===== config.mk =====
export PLATFORM = sky130hd
export DESIGN_NAME = visual_ring_crossing_sequencer_unit
export DESIGN_NICKNAME = d
export VERILOG_FILES = /design/src/hw/rtl/vrcs_pkg.sv /design/src/hw/rtl/vrcs_cfg_regs.sv /design/src/hw/rtl/vrcs_gain_mul.sv /design/src/hw/rtl/vrcs_seq.sv /design/src/hw/rtl/visual_ring_crossing_sequencer_unit.sv
export SDC_FILE = /design/constraint.sdc
export NUM_CORES = 2
export LEC_CHECK = 0
export ABC_AREA = 1
export BUFFER_PORTS_ARGS = -buffer_cell sky130_fd_sc_hd__buf_2
export CORE_ASPECT_RATIO = 1.2
export CORE_MARGIN = 2
export CORE_UTILIZATION = 50
export DETAILED_ROUTE_END_ITERATION = 12
export PLACE_DENSITY_LB_ADDON = 0.1
export SYNTH_ARGS = -nofsm -noshare
export SYNTH_HDL_FRONTEND = slang
export SYNTH_SLANG_ARGS = --single-unit

===== constraint.sdc =====
create_clock -name clk -period 10.14 [get_ports clk]
set_clock_uncertainty 0.15 [all_clocks]
set_input_delay 1.521 -clock clk [delete_from_list [all_inputs] [get_ports clk]]
set_output_delay 1.521 -clock clk [all_outputs]
set_load 0.02 [all_outputs]

===== src/hw/rtl/vrcs_pkg.sv =====
// Shared types, codes and helpers of the ring-crossing sequencer.
package vrcs_pkg;

  localparam int unsigned CFG_INDEX_W = 4;

  // Item kinds.
  localparam logic OP_DETECT = 1'b0;
  localparam logic OP_TICK   = 1'b1;

  // Command codes of a result.
  localparam logic [1:0] CMD_HOVER = 2'd0;
  localparam logic [1:0] CMD_MOVE  = 2'd1;
  localparam logic [1:0] CMD_LAND  = 2'd2;

  // Configuration register indexes.
  localparam logic [CFG_INDEX_W-1:0] REG_GAIN       = 4'd0;
  localparam logic [CFG_INDEX_W-1:0] REG_CROSS_LIM  = 4'd1;
  localparam logic [CFG_INDEX_W-1:0] REG_CROSS_SPD  = 4'd2;
  localparam logic [CFG_INDEX_W-1:0] REG_CAM_OFFSET = 4'd3;
  localparam logic [CFG_INDEX_W-1:0] REG_STANDOFF   = 4'd4;
  localparam logic [CFG_INDEX_W-1:0] REG_CROSS_DIST = 4'd5;
  localparam logic [CFG_INDEX_W-1:0] REG_QUAL_LIMIT = 4'd6;
  localparam logic [CFG_INDEX_W-1:0] REG_SCORE_THR  = 4'd7;

  // Register values after reset.
  localparam logic [47:0] RST_GAIN       = 48'd14074822592102;
  localparam logic [47:0] RST_CROSS_LIM  = 48'd163211247729;
  localparam logic [47:0] RST_CROSS_SPD  = 48'd77;
  localparam logic [47:0] RST_CAM_OFFSET = 48'd281311767953408;
  localparam logic [14:0] RST_STANDOFF   = 15'd95;
  localparam logic [14:0] RST_CROSS_DIST = 15'd512;
  localparam logic [7:0]  RST_QUAL_LIMIT = 8'd10;
  localparam logic [7:0]  RST_SCORE_THR  = 8'd230;

  typedef struct packed {
    logic [47:0] gain_xyz;
    logic [47:0] cross_limits_xyz;
    logic [47:0] cross_speed_xyz;
    logic [47:0] camera_offset_xyz;
    logic [14:0] standoff_distance;
    logic [14:0] crossing_distance;
    logic [7:0]  qualify_limit;
    logic [7:0]  score_threshold;
  } cfg_t;

  typedef struct packed {
    logic               opcode;
    logic signed [15:0] target_x;
    logic signed [15:0] target_y;
    logic signed [15:0] target_z;
    logic [7:0]         confidence;
    logic               command_mode;
    logic signed [31:0] position_east;
  } item_t;

  typedef struct packed {
    logic [1:0]         command;
    logic signed [15:0] vel_x;
    logic signed [15:0] vel_y;
    logic signed [15:0] vel_z;
    logic [31:0]        cmd_serial;
    logic [1:0]         phase;
  } result_t;

  // Clamp a signed value to the signed 16-bit range.
  function automatic logic signed [15:0] sat16(input logic signed [23:0] v);
    logic signed [15:0] r;
    if (v > 24'sd32767) begin
      r = 16'sh7FFF;
    end else if (v < -24'sd32768) begin
      r = 16'sh8000;
    end else begin
      r = v[15:0];
    end
    return r;
  endfunction

endpackage


===== src/hw/rtl/vrcs_cfg_regs.sv =====
// Configuration register file of the ring-crossing sequencer.
module vrcs_cfg_regs (
  input  logic                               clk,
  input  logic                               rst,
  input  logic                               wr_en,
  input  logic [vrcs_pkg::CFG_INDEX_W-1:0]   wr_index,
  input  logic [47:0]                        wr_data,
  output vrcs_pkg::cfg_t                     cfg
);

  always_ff @(posedge clk) begin
    if (rst) begin
      cfg.gain_xyz          <= vrcs_pkg::RST_GAIN;
      cfg.cross_limits_xyz  <= vrcs_pkg::RST_CROSS_LIM;
      cfg.cross_speed_xyz   <= vrcs_pkg::RST_CROSS_SPD;
      cfg.camera_offset_xyz <= vrcs_pkg::RST_CAM_OFFSET;
      cfg.standoff_distance <= vrcs_pkg::RST_STANDOFF;
      cfg.crossing_distance <= vrcs_pkg::RST_CROSS_DIST;
      cfg.qualify_limit     <= vrcs_pkg::RST_QUAL_LIMIT;
      cfg.score_threshold   <= vrcs_pkg::RST_SCORE_THR;
    end else if (wr_en) begin
      unique case (wr_index)
        vrcs_pkg::REG_GAIN:       cfg.gain_xyz          <= wr_data;
        vrcs_pkg::REG_CROSS_LIM:  cfg.cross_limits_xyz  <= wr_data;
        vrcs_pkg::REG_CROSS_SPD:  cfg.cross_speed_xyz   <= wr_data;
        vrcs_pkg::REG_CAM_OFFSET: cfg.camera_offset_xyz <= wr_data;
        vrcs_pkg::REG_STANDOFF:   cfg.standoff_distance <= wr_data[14:0];
        vrcs_pkg::REG_CROSS_DIST: cfg.crossing_distance <= wr_data[14:0];
        vrcs_pkg::REG_QUAL_LIMIT: cfg.qualify_limit     <= wr_data[7:0];
        vrcs_pkg::REG_SCORE_THR:  cfg.score_threshold   <= wr_data[7:0];
        default: ;
      endcase
    end
  end

endmodule


===== src/hw/rtl/vrcs_gain_mul.sv =====
// Q4.12 gain times signed Q8.8 value, rounded half up and clamped to 16 bits.
module vrcs_gain_mul (
  input  logic [15:0]        gain,
  input  logic signed [16:0] val,
  output logic signed [15:0] prod_sat
);

  logic signed [33:0] prod;
  logic signed [34:0] rounded;
  logic signed [22:0] scaled;

  assign prod     = $signed({1'b0, gain}) * val;
  assign rounded  = {prod[33], prod} + 35'sd2048;
  assign scaled   = rounded[34:12];
  assign prod_sat = vrcs_pkg::sat16({scaled[22], scaled});

endmodule


===== src/hw/rtl/vrcs_seq.sv =====
// Detection qualification, mission sequencer and all of its state.
module vrcs_seq (
  input  logic              clk,
  input  logic              rst,
  input  vrcs_pkg::cfg_t    cfg,
  input  vrcs_pkg::item_t   item,
  input  logic              fire,
  output logic              emit,
  output vrcs_pkg::result_t res
);

  typedef enum logic [1:0] {
    PHASE_WAIT,
    PHASE_TRACK,
    PHASE_CROSS
  } phase_t;

  phase_t             phase, phase_next;
  logic [7:0]         lost_count, regain_count;
  logic [7:0]         lost_next, regain_next;
  logic               detected_flag, detected_next;
  logic signed [15:0] raw_x, raw_y, raw_z;
  logic signed [15:0] body_f, body_l, body_u;
  logic signed [15:0] body_f_next, body_l_next, body_u_next;
  logic signed [31:0] start_east, start_east_next;
  logic [1:0]         last_command, last_command_next;
  logic signed [15:0] vel_x, vel_y, vel_z;
  logic signed [15:0] vel_x_next, vel_y_next, vel_z_next;
  logic [31:0]        sequence_count, sequence_count_next;

  logic               conf_good;
  logic signed [15:0] off_x, off_y, off_z;
  logic signed [17:0] sum_f, sum_l, sum_u;
  logic signed [16:0] track_x, track_y, track_z;
  logic signed [15:0] mul_x, mul_y, mul_z;
  logic               cross_ok, land_ok;
  logic signed [33:0] land_mark;

  assign emit = (item.opcode == vrcs_pkg::OP_TICK) && item.command_mode;

  // Camera frame to body frame: forward is z, left is -x, up is -y.
  assign off_x = $signed(cfg.camera_offset_xyz[15:0]);
  assign off_y = $signed(cfg.camera_offset_xyz[31:16]);
  assign off_z = $signed(cfg.camera_offset_xyz[47:32]);
  assign sum_f = {{2{item.target_z[15]}}, item.target_z} + {{2{off_x[15]}}, off_x};
  assign sum_l = {{2{off_y[15]}}, off_y} - {{2{item.target_x[15]}}, item.target_x};
  assign sum_u = {{2{off_z[15]}}, off_z} - {{2{item.target_y[15]}}, item.target_y};
  assign body_f_next = vrcs_pkg::sat16({{6{sum_f[17]}}, sum_f});
  assign body_l_next = vrcs_pkg::sat16({{6{sum_l[17]}}, sum_l});
  assign body_u_next = vrcs_pkg::sat16({{6{sum_u[17]}}, sum_u});

  // Run counts: a good report extends the good run and ends the bad one.
  assign conf_good = item.confidence >= cfg.score_threshold;
  always_comb begin
    if (conf_good) begin
      regain_next = (regain_count == 8'hFF) ? regain_count : regain_count + 8'd1;
      lost_next   = 8'd0;
    end else begin
      regain_next = 8'd0;
      lost_next   = (lost_count == 8'hFF) ? lost_count : lost_count + 8'd1;
    end
    if (regain_next > cfg.qualify_limit) begin
      detected_next = 1'b1;
    end else if (lost_next > cfg.qualify_limit) begin
      detected_next = 1'b0;
    end else begin
      detected_next = detected_flag;
    end
  end

  // Tracking terms use the stored body-frame target.
  assign track_x = {body_f[15], body_f} - {2'b00, cfg.standoff_distance};
  assign track_y = {body_l[15], body_l};
  assign track_z = {body_u[15], body_u};

  vrcs_gain_mul u_mul_x (.gain(cfg.gain_xyz[15:0]),  .val(track_x), .prod_sat(mul_x));
  vrcs_gain_mul u_mul_y (.gain(cfg.gain_xyz[31:16]), .val(track_y), .prod_sat(mul_y));
  vrcs_gain_mul u_mul_z (.gain(cfg.gain_xyz[47:32]), .val(track_z), .prod_sat(mul_z));

  assign cross_ok = (raw_z <= $signed(cfg.cross_limits_xyz[15:0])) &&
                    (raw_x <= $signed(cfg.cross_limits_xyz[31:16])) &&
                    (raw_y <= $signed(cfg.cross_limits_xyz[47:32]));
  assign land_mark = {{2{start_east[31]}}, start_east} + {19'd0, cfg.crossing_distance};
  assign land_ok   = $signed({{2{item.position_east[31]}}, item.position_east}) > land_mark;

  always_comb begin
    phase_next        = phase;
    last_command_next = last_command;
    vel_x_next        = vel_x;
    vel_y_next        = vel_y;
    vel_z_next        = vel_z;
    start_east_next   = start_east;
    unique case (phase)
      PHASE_WAIT: begin
        if (detected_flag) begin
          phase_next = PHASE_TRACK;
        end else begin
          last_command_next = vrcs_pkg::CMD_HOVER;
        end
      end
      PHASE_TRACK: begin
        last_command_next = vrcs_pkg::CMD_MOVE;
        vel_x_next        = mul_x;
        vel_y_next        = mul_y;
        vel_z_next        = mul_z;
        if (cross_ok) begin
          start_east_next = item.position_east;
          phase_next      = PHASE_CROSS;
        end
      end
      default: begin
        last_command_next = land_ok ? vrcs_pkg::CMD_LAND : vrcs_pkg::CMD_MOVE;
        vel_x_next        = $signed(cfg.cross_speed_xyz[15:0]);
        vel_y_next        = $signed(cfg.cross_speed_xyz[31:16]);
        vel_z_next        = $signed(cfg.cross_speed_xyz[47:32]);
      end
    endcase
  end

  assign sequence_count_next = sequence_count + 32'd1;

  assign res.command    = last_command_next;
  assign res.vel_x      = vel_x_next;
  assign res.vel_y      = vel_y_next;
  assign res.vel_z      = vel_z_next;
  assign res.cmd_serial = sequence_count_next;
  assign res.phase      = phase_next;

  always_ff @(posedge clk) begin
    if (rst) begin
      phase          <= PHASE_WAIT;
      lost_count     <= 8'd0;
      regain_count   <= 8'd0;
      detected_flag  <= 1'b0;
      raw_x          <= 16'sd0;
      raw_y          <= 16'sd0;
      raw_z          <= 16'sd0;
      body_f         <= 16'sd0;
      body_l         <= 16'sd0;
      body_u         <= 16'sd0;
      start_east     <= 32'sd0;
      last_command   <= vrcs_pkg::CMD_HOVER;
      vel_x          <= 16'sd0;
      vel_y          <= 16'sd0;
      vel_z          <= 16'sd0;
      sequence_count <= 32'd1;
    end else if (fire) begin
      if (item.opcode == vrcs_pkg::OP_DETECT) begin
        raw_x         <= item.target_x;
        raw_y         <= item.target_y;
        raw_z         <= item.target_z;
        body_f        <= body_f_next;
        body_l        <= body_l_next;
        body_u        <= body_u_next;
        lost_count    <= lost_next;
        regain_count  <= regain_next;
        detected_flag <= detected_next;
      end else if (!item.command_mode) begin
        regain_count <= 8'd0;
      end else begin
        phase          <= phase_next;
        last_command   <= last_command_next;
        vel_x          <= vel_x_next;
        vel_y          <= vel_y_next;
        vel_z          <= vel_z_next;
        start_east     <= start_east_next;
        sequence_count <= sequence_count_next;
      end
    end
  end

  // One run count is always zero.
  assert property (@(posedge clk) disable iff (rst)
    !((lost_count != 8'd0) && (regain_count != 8'd0)))
    else $error("lost and regain counts both nonzero");

  // The detected flag can only be set by a detection beat.
  assert property (@(posedge clk) disable iff (rst)
    $rose(detected_flag) |-> $past(fire && (item.opcode == vrcs_pkg::OP_DETECT)))
    else $error("detected flag set without a detection");

endmodule


===== src/hw/rtl/visual_ring_crossing_sequencer_unit.sv =====
// Top level of the ring-crossing sequencer: input register, output register, handshakes.
// Each accepted beat is a detection report or a control tick. The block takes one beat
// per clock cycle when the result side is not stalled: a beat is held in the input
// register, its whole update (body-frame offset, run counts, three gain multiplies,
// phase step) is done while it is held there, and a command result is written to the
// output register as the beat leaves the input register. Detections and ticks
// outside command mode produce no result and pass through even while a result waits
// to be taken.
// Configuration writes are always ready and take effect in the following cycle.
module visual_ring_crossing_sequencer_unit (
  input  logic               clk,
  input  logic               rst,
  // Item channel.
  input  logic               in_valid,
  output logic               in_stall,
  input  logic               opcode,
  input  logic signed [15:0] target_x,
  input  logic signed [15:0] target_y,
  input  logic signed [15:0] target_z,
  input  logic [7:0]         confidence,
  input  logic               command_mode,
  input  logic signed [31:0] position_east,
  // Result channel.
  output logic               out_valid,
  input  logic               out_stall,
  output logic [1:0]         command,
  output logic signed [15:0] vel_x,
  output logic signed [15:0] vel_y,
  output logic signed [15:0] vel_z,
  output logic [31:0]        cmd_serial,
  output logic [1:0]         phase,
  // Configuration channel.
  input  logic               cfg_valid,
  output logic               cfg_ready,
  input  logic [vrcs_pkg::CFG_INDEX_W-1:0] cfg_index,
  input  logic [47:0]        cfg_data
);

  vrcs_pkg::cfg_t    cfg;
  vrcs_pkg::item_t   item_q;
  vrcs_pkg::result_t res;
  logic              in_full;
  logic              in_fire;
  logic              emit;
  logic              out_free;
  logic              advance;
  logic              emit_fire;

  assign cfg_ready = 1'b1;

  vrcs_cfg_regs u_cfg (
    .clk      (clk),
    .rst      (rst),
    .wr_en    (cfg_valid && cfg_ready),
    .wr_index (cfg_index),
    .wr_data  (cfg_data),
    .cfg      (cfg)
  );

  // A beat leaves the input register unless it needs the output register and that is busy.
  assign out_free  = !out_valid || !out_stall;
  assign advance   = in_full && (!emit || out_free);
  assign emit_fire = advance && emit;
  assign in_stall  = in_full && !advance;
  assign in_fire   = in_valid && !in_stall;

  always_ff @(posedge clk) begin
    if (rst) begin
      in_full <= 1'b0;
    end else if (in_fire) begin
      in_full <= 1'b1;
    end else if (advance) begin
      in_full <= 1'b0;
    end
  end

  always_ff @(posedge clk) begin
    if (in_fire) begin
      item_q.opcode        <= opcode;
      item_q.target_x      <= target_x;
      item_q.target_y      <= target_y;
      item_q.target_z      <= target_z;
      item_q.confidence    <= confidence;
      item_q.command_mode  <= command_mode;
      item_q.position_east <= position_east;
    end
  end

  vrcs_seq u_seq (
    .clk  (clk),
    .rst  (rst),
    .cfg  (cfg),
    .item (item_q),
    .fire (advance),
    .emit (emit),
    .res  (res)
  );

  always_ff @(posedge clk) begin
    if (rst) begin
      out_valid <= 1'b0;
    end else if (emit_fire) begin
      out_valid <= 1'b1;
    end else if (!out_stall) begin
      out_valid <= 1'b0;
    end
  end

  always_ff @(posedge clk) begin
    if (emit_fire) begin
      command    <= res.command;
      vel_x      <= res.vel_x;
      vel_y      <= res.vel_y;
      vel_z      <= res.vel_z;
      cmd_serial <= res.cmd_serial;
      phase      <= res.phase;
    end
  end

  // A new result never overwrites one that is still stalled.
  assert property (@(posedge clk) disable iff (rst)
    !(emit_fire && out_valid && out_stall))
    else $error("result overwritten while stalled");

  // Stall is raised only while a beat is held.
  assert property (@(posedge clk) disable iff (rst)
    in_stall |-> in_full)
    else $error("input stalled with empty input register");

endmodule

==> results.tsv <==
stage	metric	value	unit
pwr	VDD IR max	0.563	mV
clock_tree	H-tree lvl count	3	
floorplan	die area	120000	um2
grt	initial antenna violation count	15	
floorplan	Core Box Area	116000	um2
clock_tree	CTS root buffer	clkbuf_16	
synth	Post-Synthesis Cells	7521	
sta	Slew @ Worst Pin	1.19	ns
setup_path	crit-path max FO	15	
drt	vias per cell	5.28	
layout	filler instances	11200	
floorplan	Die X	316	um
sta	Final Hold Viols	0	
drt	Initial DRT Pass Iterations	6	
clock_tree	Gates resized, CTS repair	0	
floorplan	starting density of the core	50.4	%
setup_path	startpoint types	flip-flop	
pwr	Power Dens Cells	239	nW/um2
floorplan	Die H	379	um
place	HPWL after detailed placement	130000	um
synth	Yosys cell types	62	
grt	vias in the first global route	49000	
layout	FF+latch area	14600	um2
clock_tree	total CTS buffers	75	
run	Max-Cap Viols	0	
synth	Mean Syn Cell Area	7.79	um2
sta	fin crit share	90.7	%
sta	crit path time final	9.19	ns
layout	commonest non-fill, non-tap cells in the layout	1625 x nand2_1, 1431 x inv_1, 707 x nor2_1	
drt	Remaining DRCs	0	
layout	multi-input logic area	37300	um2
layout	commonest non-fill, non-tap cell in the layout	nand2_1	
synth	area of the mapped netlist	58600	um2
sta	relative slew slack	20.7	%
clock_tree	clock slew at reported path FFs	0.06	ns
setup_path	CP most frequent cell	nand2_1	
hold_path	Hold Crit Class	flip-flop to flip-flop	
synth	Main synth FF type	dfxtp_1	
place	I/O Buffers	232	
setup_path	R2R Setup Slk	0.95	ns
sta	final worst-path setup slack	0.948	ns
sta	fmax	109	MHz
floorplan	standard-cell rows	137	
setup_path	Slowest cell on crit path	a21oi_1	
run_status	status	completed	
setup_path	CP peak stage delay	0.91	ns
synth	Post-synth EDFFs	174	
grt	grt ovf	0	
synth	sequential share of the synthesized area	25.0	%
setup_path	CP Capture Type	flip-flop	
setup_path	CP Data Required Time	10.61	ns
sta	RSZ-0062 raised after global routing	false	
layout	area delta synth->final	8.06	%
synth	Net Count, Synth	8821	
clock_tree	CTS tree	built	
setup_path	Critical Setup Path Class	flip-flop to flip-flop	
floorplan	num ports	234	
layout	layout cells sized above 1	6.26	%
layout	Final Net Count	8829	
pwr	Leak Pwr	32.8	nW
grt	largest net degree at the start of global routing	203	
clock_tree	Post-CTS Setup Bufs	0	
sta	Max Slew Vio Count	0	
place	Place WS	0.961	ns
sta	Setup Viol. Count Final	0	
drt	DR vias	48200	
synth	#FFs+latches synth	643	
setup_path	Worst EP arrival	9.66	ns
drt	drt wl/cell	18.7	um
grt	first-pass GRT wire length	270000	um
drt	Routed Wire Length	171000	um
synth	synth warn	0	
drt	Iteration-0 DRC Markers	3425	
sta	final setup TNS	0	ns
clock_tree	Skew-Pair Late Insertion Delay	0.68	ns
clock_tree	CTS sink cnt	643	
drt	post-route ant nets	0	
clock_tree	# hold bufs at CTS	0	
clock_tree	Clock Tree Buf Depth	3	
synth	share of synthesized registers carrying an async set or reset	0	%
grt	GR Util All Layers	28.9	%
place	GP Congestion	0.941	
-- cells by family after synthesis --
family,share of synthesized area (%)
flip-flops,25.0
AO/OA/AOI/OAI,10.3
AND/OR/NAND/NOR,18.8
buffers and inverters,11.5
XOR/XNOR,2.12
adder cells (fa/ha/maj),32.3
other,0.00640
-- routing by layer --
metal  GRT usage (%)  routed length, um
met4            9.71               5530
met3            4.47              11000
met2            49.1              81600
met5               0                 71
met1            37.6              72800
-- path summary, 6_finish.rpt --
path                                                    from                      endpoint  depth (start not counted)
worst max-delay path            u_seq.body_f[0]$_SDFFE_PP0P_  u_seq.vel_x[12]$_SDFFE_PP0P_                         44
worst min-delay path             u_seq.raw_x[0]$_SDFFE_PP0P_   u_seq.raw_x[0]$_SDFFE_PP0P_                          2
worst max register to register  u_seq.body_f[0]$_SDFFE_PP0P_  u_seq.vel_x[12]$_SDFFE_PP0P_                         44
worst min register to register   u_seq.raw_x[0]$_SDFFE_PP0P_   u_seq.raw_x[0]$_SDFFE_PP0P_                          2
-- report_power, final --
| part | total, mW | switching, mW | internal, mW |
|---|---|---|---|
| sequential | 2.83 | 0.111 | 2.72 |
| combinational | 9.45 | 6.31 | 3.13 |
| clock | 2.86 | 1.21 | 1.65 |
| total | 15.1 | 7.64 | 7.50 |
-- layout make-up --
type                    instances  area share (%)
well taps                    1529            3.02
diodes                          3          0.0119
inverters                    1446            8.60
repair buffers                262            2.21
flip-flops and latches        643            23.1
clock inverters                38           0.725
clock buffers                 102            3.40
multi-input cells            5101            58.9
-- synth_stat cells (11+ instances only) --
cell type | instances | area (um2)
nand3_1 | 208 | 1040
a21boi_0 | 12 | 90.1
buf_1 | 12 | 45.0
a211oi_1 | 11 | 82.6
nand4_1 | 28 | 175
clkbuf_1 | 300 | 1130
edfxtp_1 | 174 | 5230
nor3_1 | 58 | 290
o21bai_1 | 34 | 255
ha_1 | 551 | 6890
xnor2_1 | 41 | 359
fa_1 | 602 | 12100
inv_1 | 1435 | 5390
o221a_2 | 14 | 158
a21oi_1 | 413 | 2070
o21ai_0 | 416 | 2080
o211ai_1 | 14 | 105
xor2_1 | 99 | 867
o21a_1 | 59 | 443
a22oi_1 | 52 | 390
nand2_1 | 1626 | 6100
nor4_1 | 23 | 144
nor2_1 | 715 | 2680
dfxtp_1 | 469 | 9390
a31oi_1 | 12 | 75.1
or2_2 | 27 | 169
-- flip-flops by register name, indices dropped and copies added (netlist names), 8 cells and up --
| register | cells |
|---|---|
| vel_z | 16 |
| u_seq.regain_count | 8 |
| u_seq.body_l | 16 |
| vel_x | 16 |
| u_seq.sequence_count | 32 |
| u_seq.raw_y | 16 |
| u_seq.raw_x | 16 |
| u_seq.vel_y | 16 |
| u_seq.vel_x | 16 |
| u_seq.body_f | 16 |
| u_cfg.cfg | 238 |
| u_seq.start_east | 32 |
| cmd_serial | 32 |
| vel_y | 16 |
| u_seq.raw_z | 16 |
| item_q | 90 |
| u_seq.body_u | 16 |
| u_seq.vel_z | 16 |
| u_seq.lost_count | 8 |
-- per-stage QoR --
stage / power, mW / util, % / std cells / hold slack (ns) / area (um2)
detailed placement: 12.3 / 52.2 / 8981 / 0.301 / 60700
CTS: 15.3 / 54.5 / 9121 / 0.311 / 63300
global route: 16.6 / 54.5 / 9121 / 0.330 / 63300
floorplan: 9.40 / - / 7521 / 0.280 / 58600
finish: 15.1 / 54.5 / 9124 / 0.311 / 63300
global placement: 12.4 / 52.2 / 8981 / 0.296 / 60700
-- critical path, delay by kind of cell, from the launching register on --
kind / cells / cell delay [ns]
adder cells (fa/ha/maj): 9 / 4.00
AO/OA/AOI/OAI: 3 / 1.23
AND/OR/NAND/NOR: 24 / 2.67
flip-flops: 1 / 0.33
buffers and inverters: 8 / 0.78
Note: power is estimated with default switching activity, not from simulation.
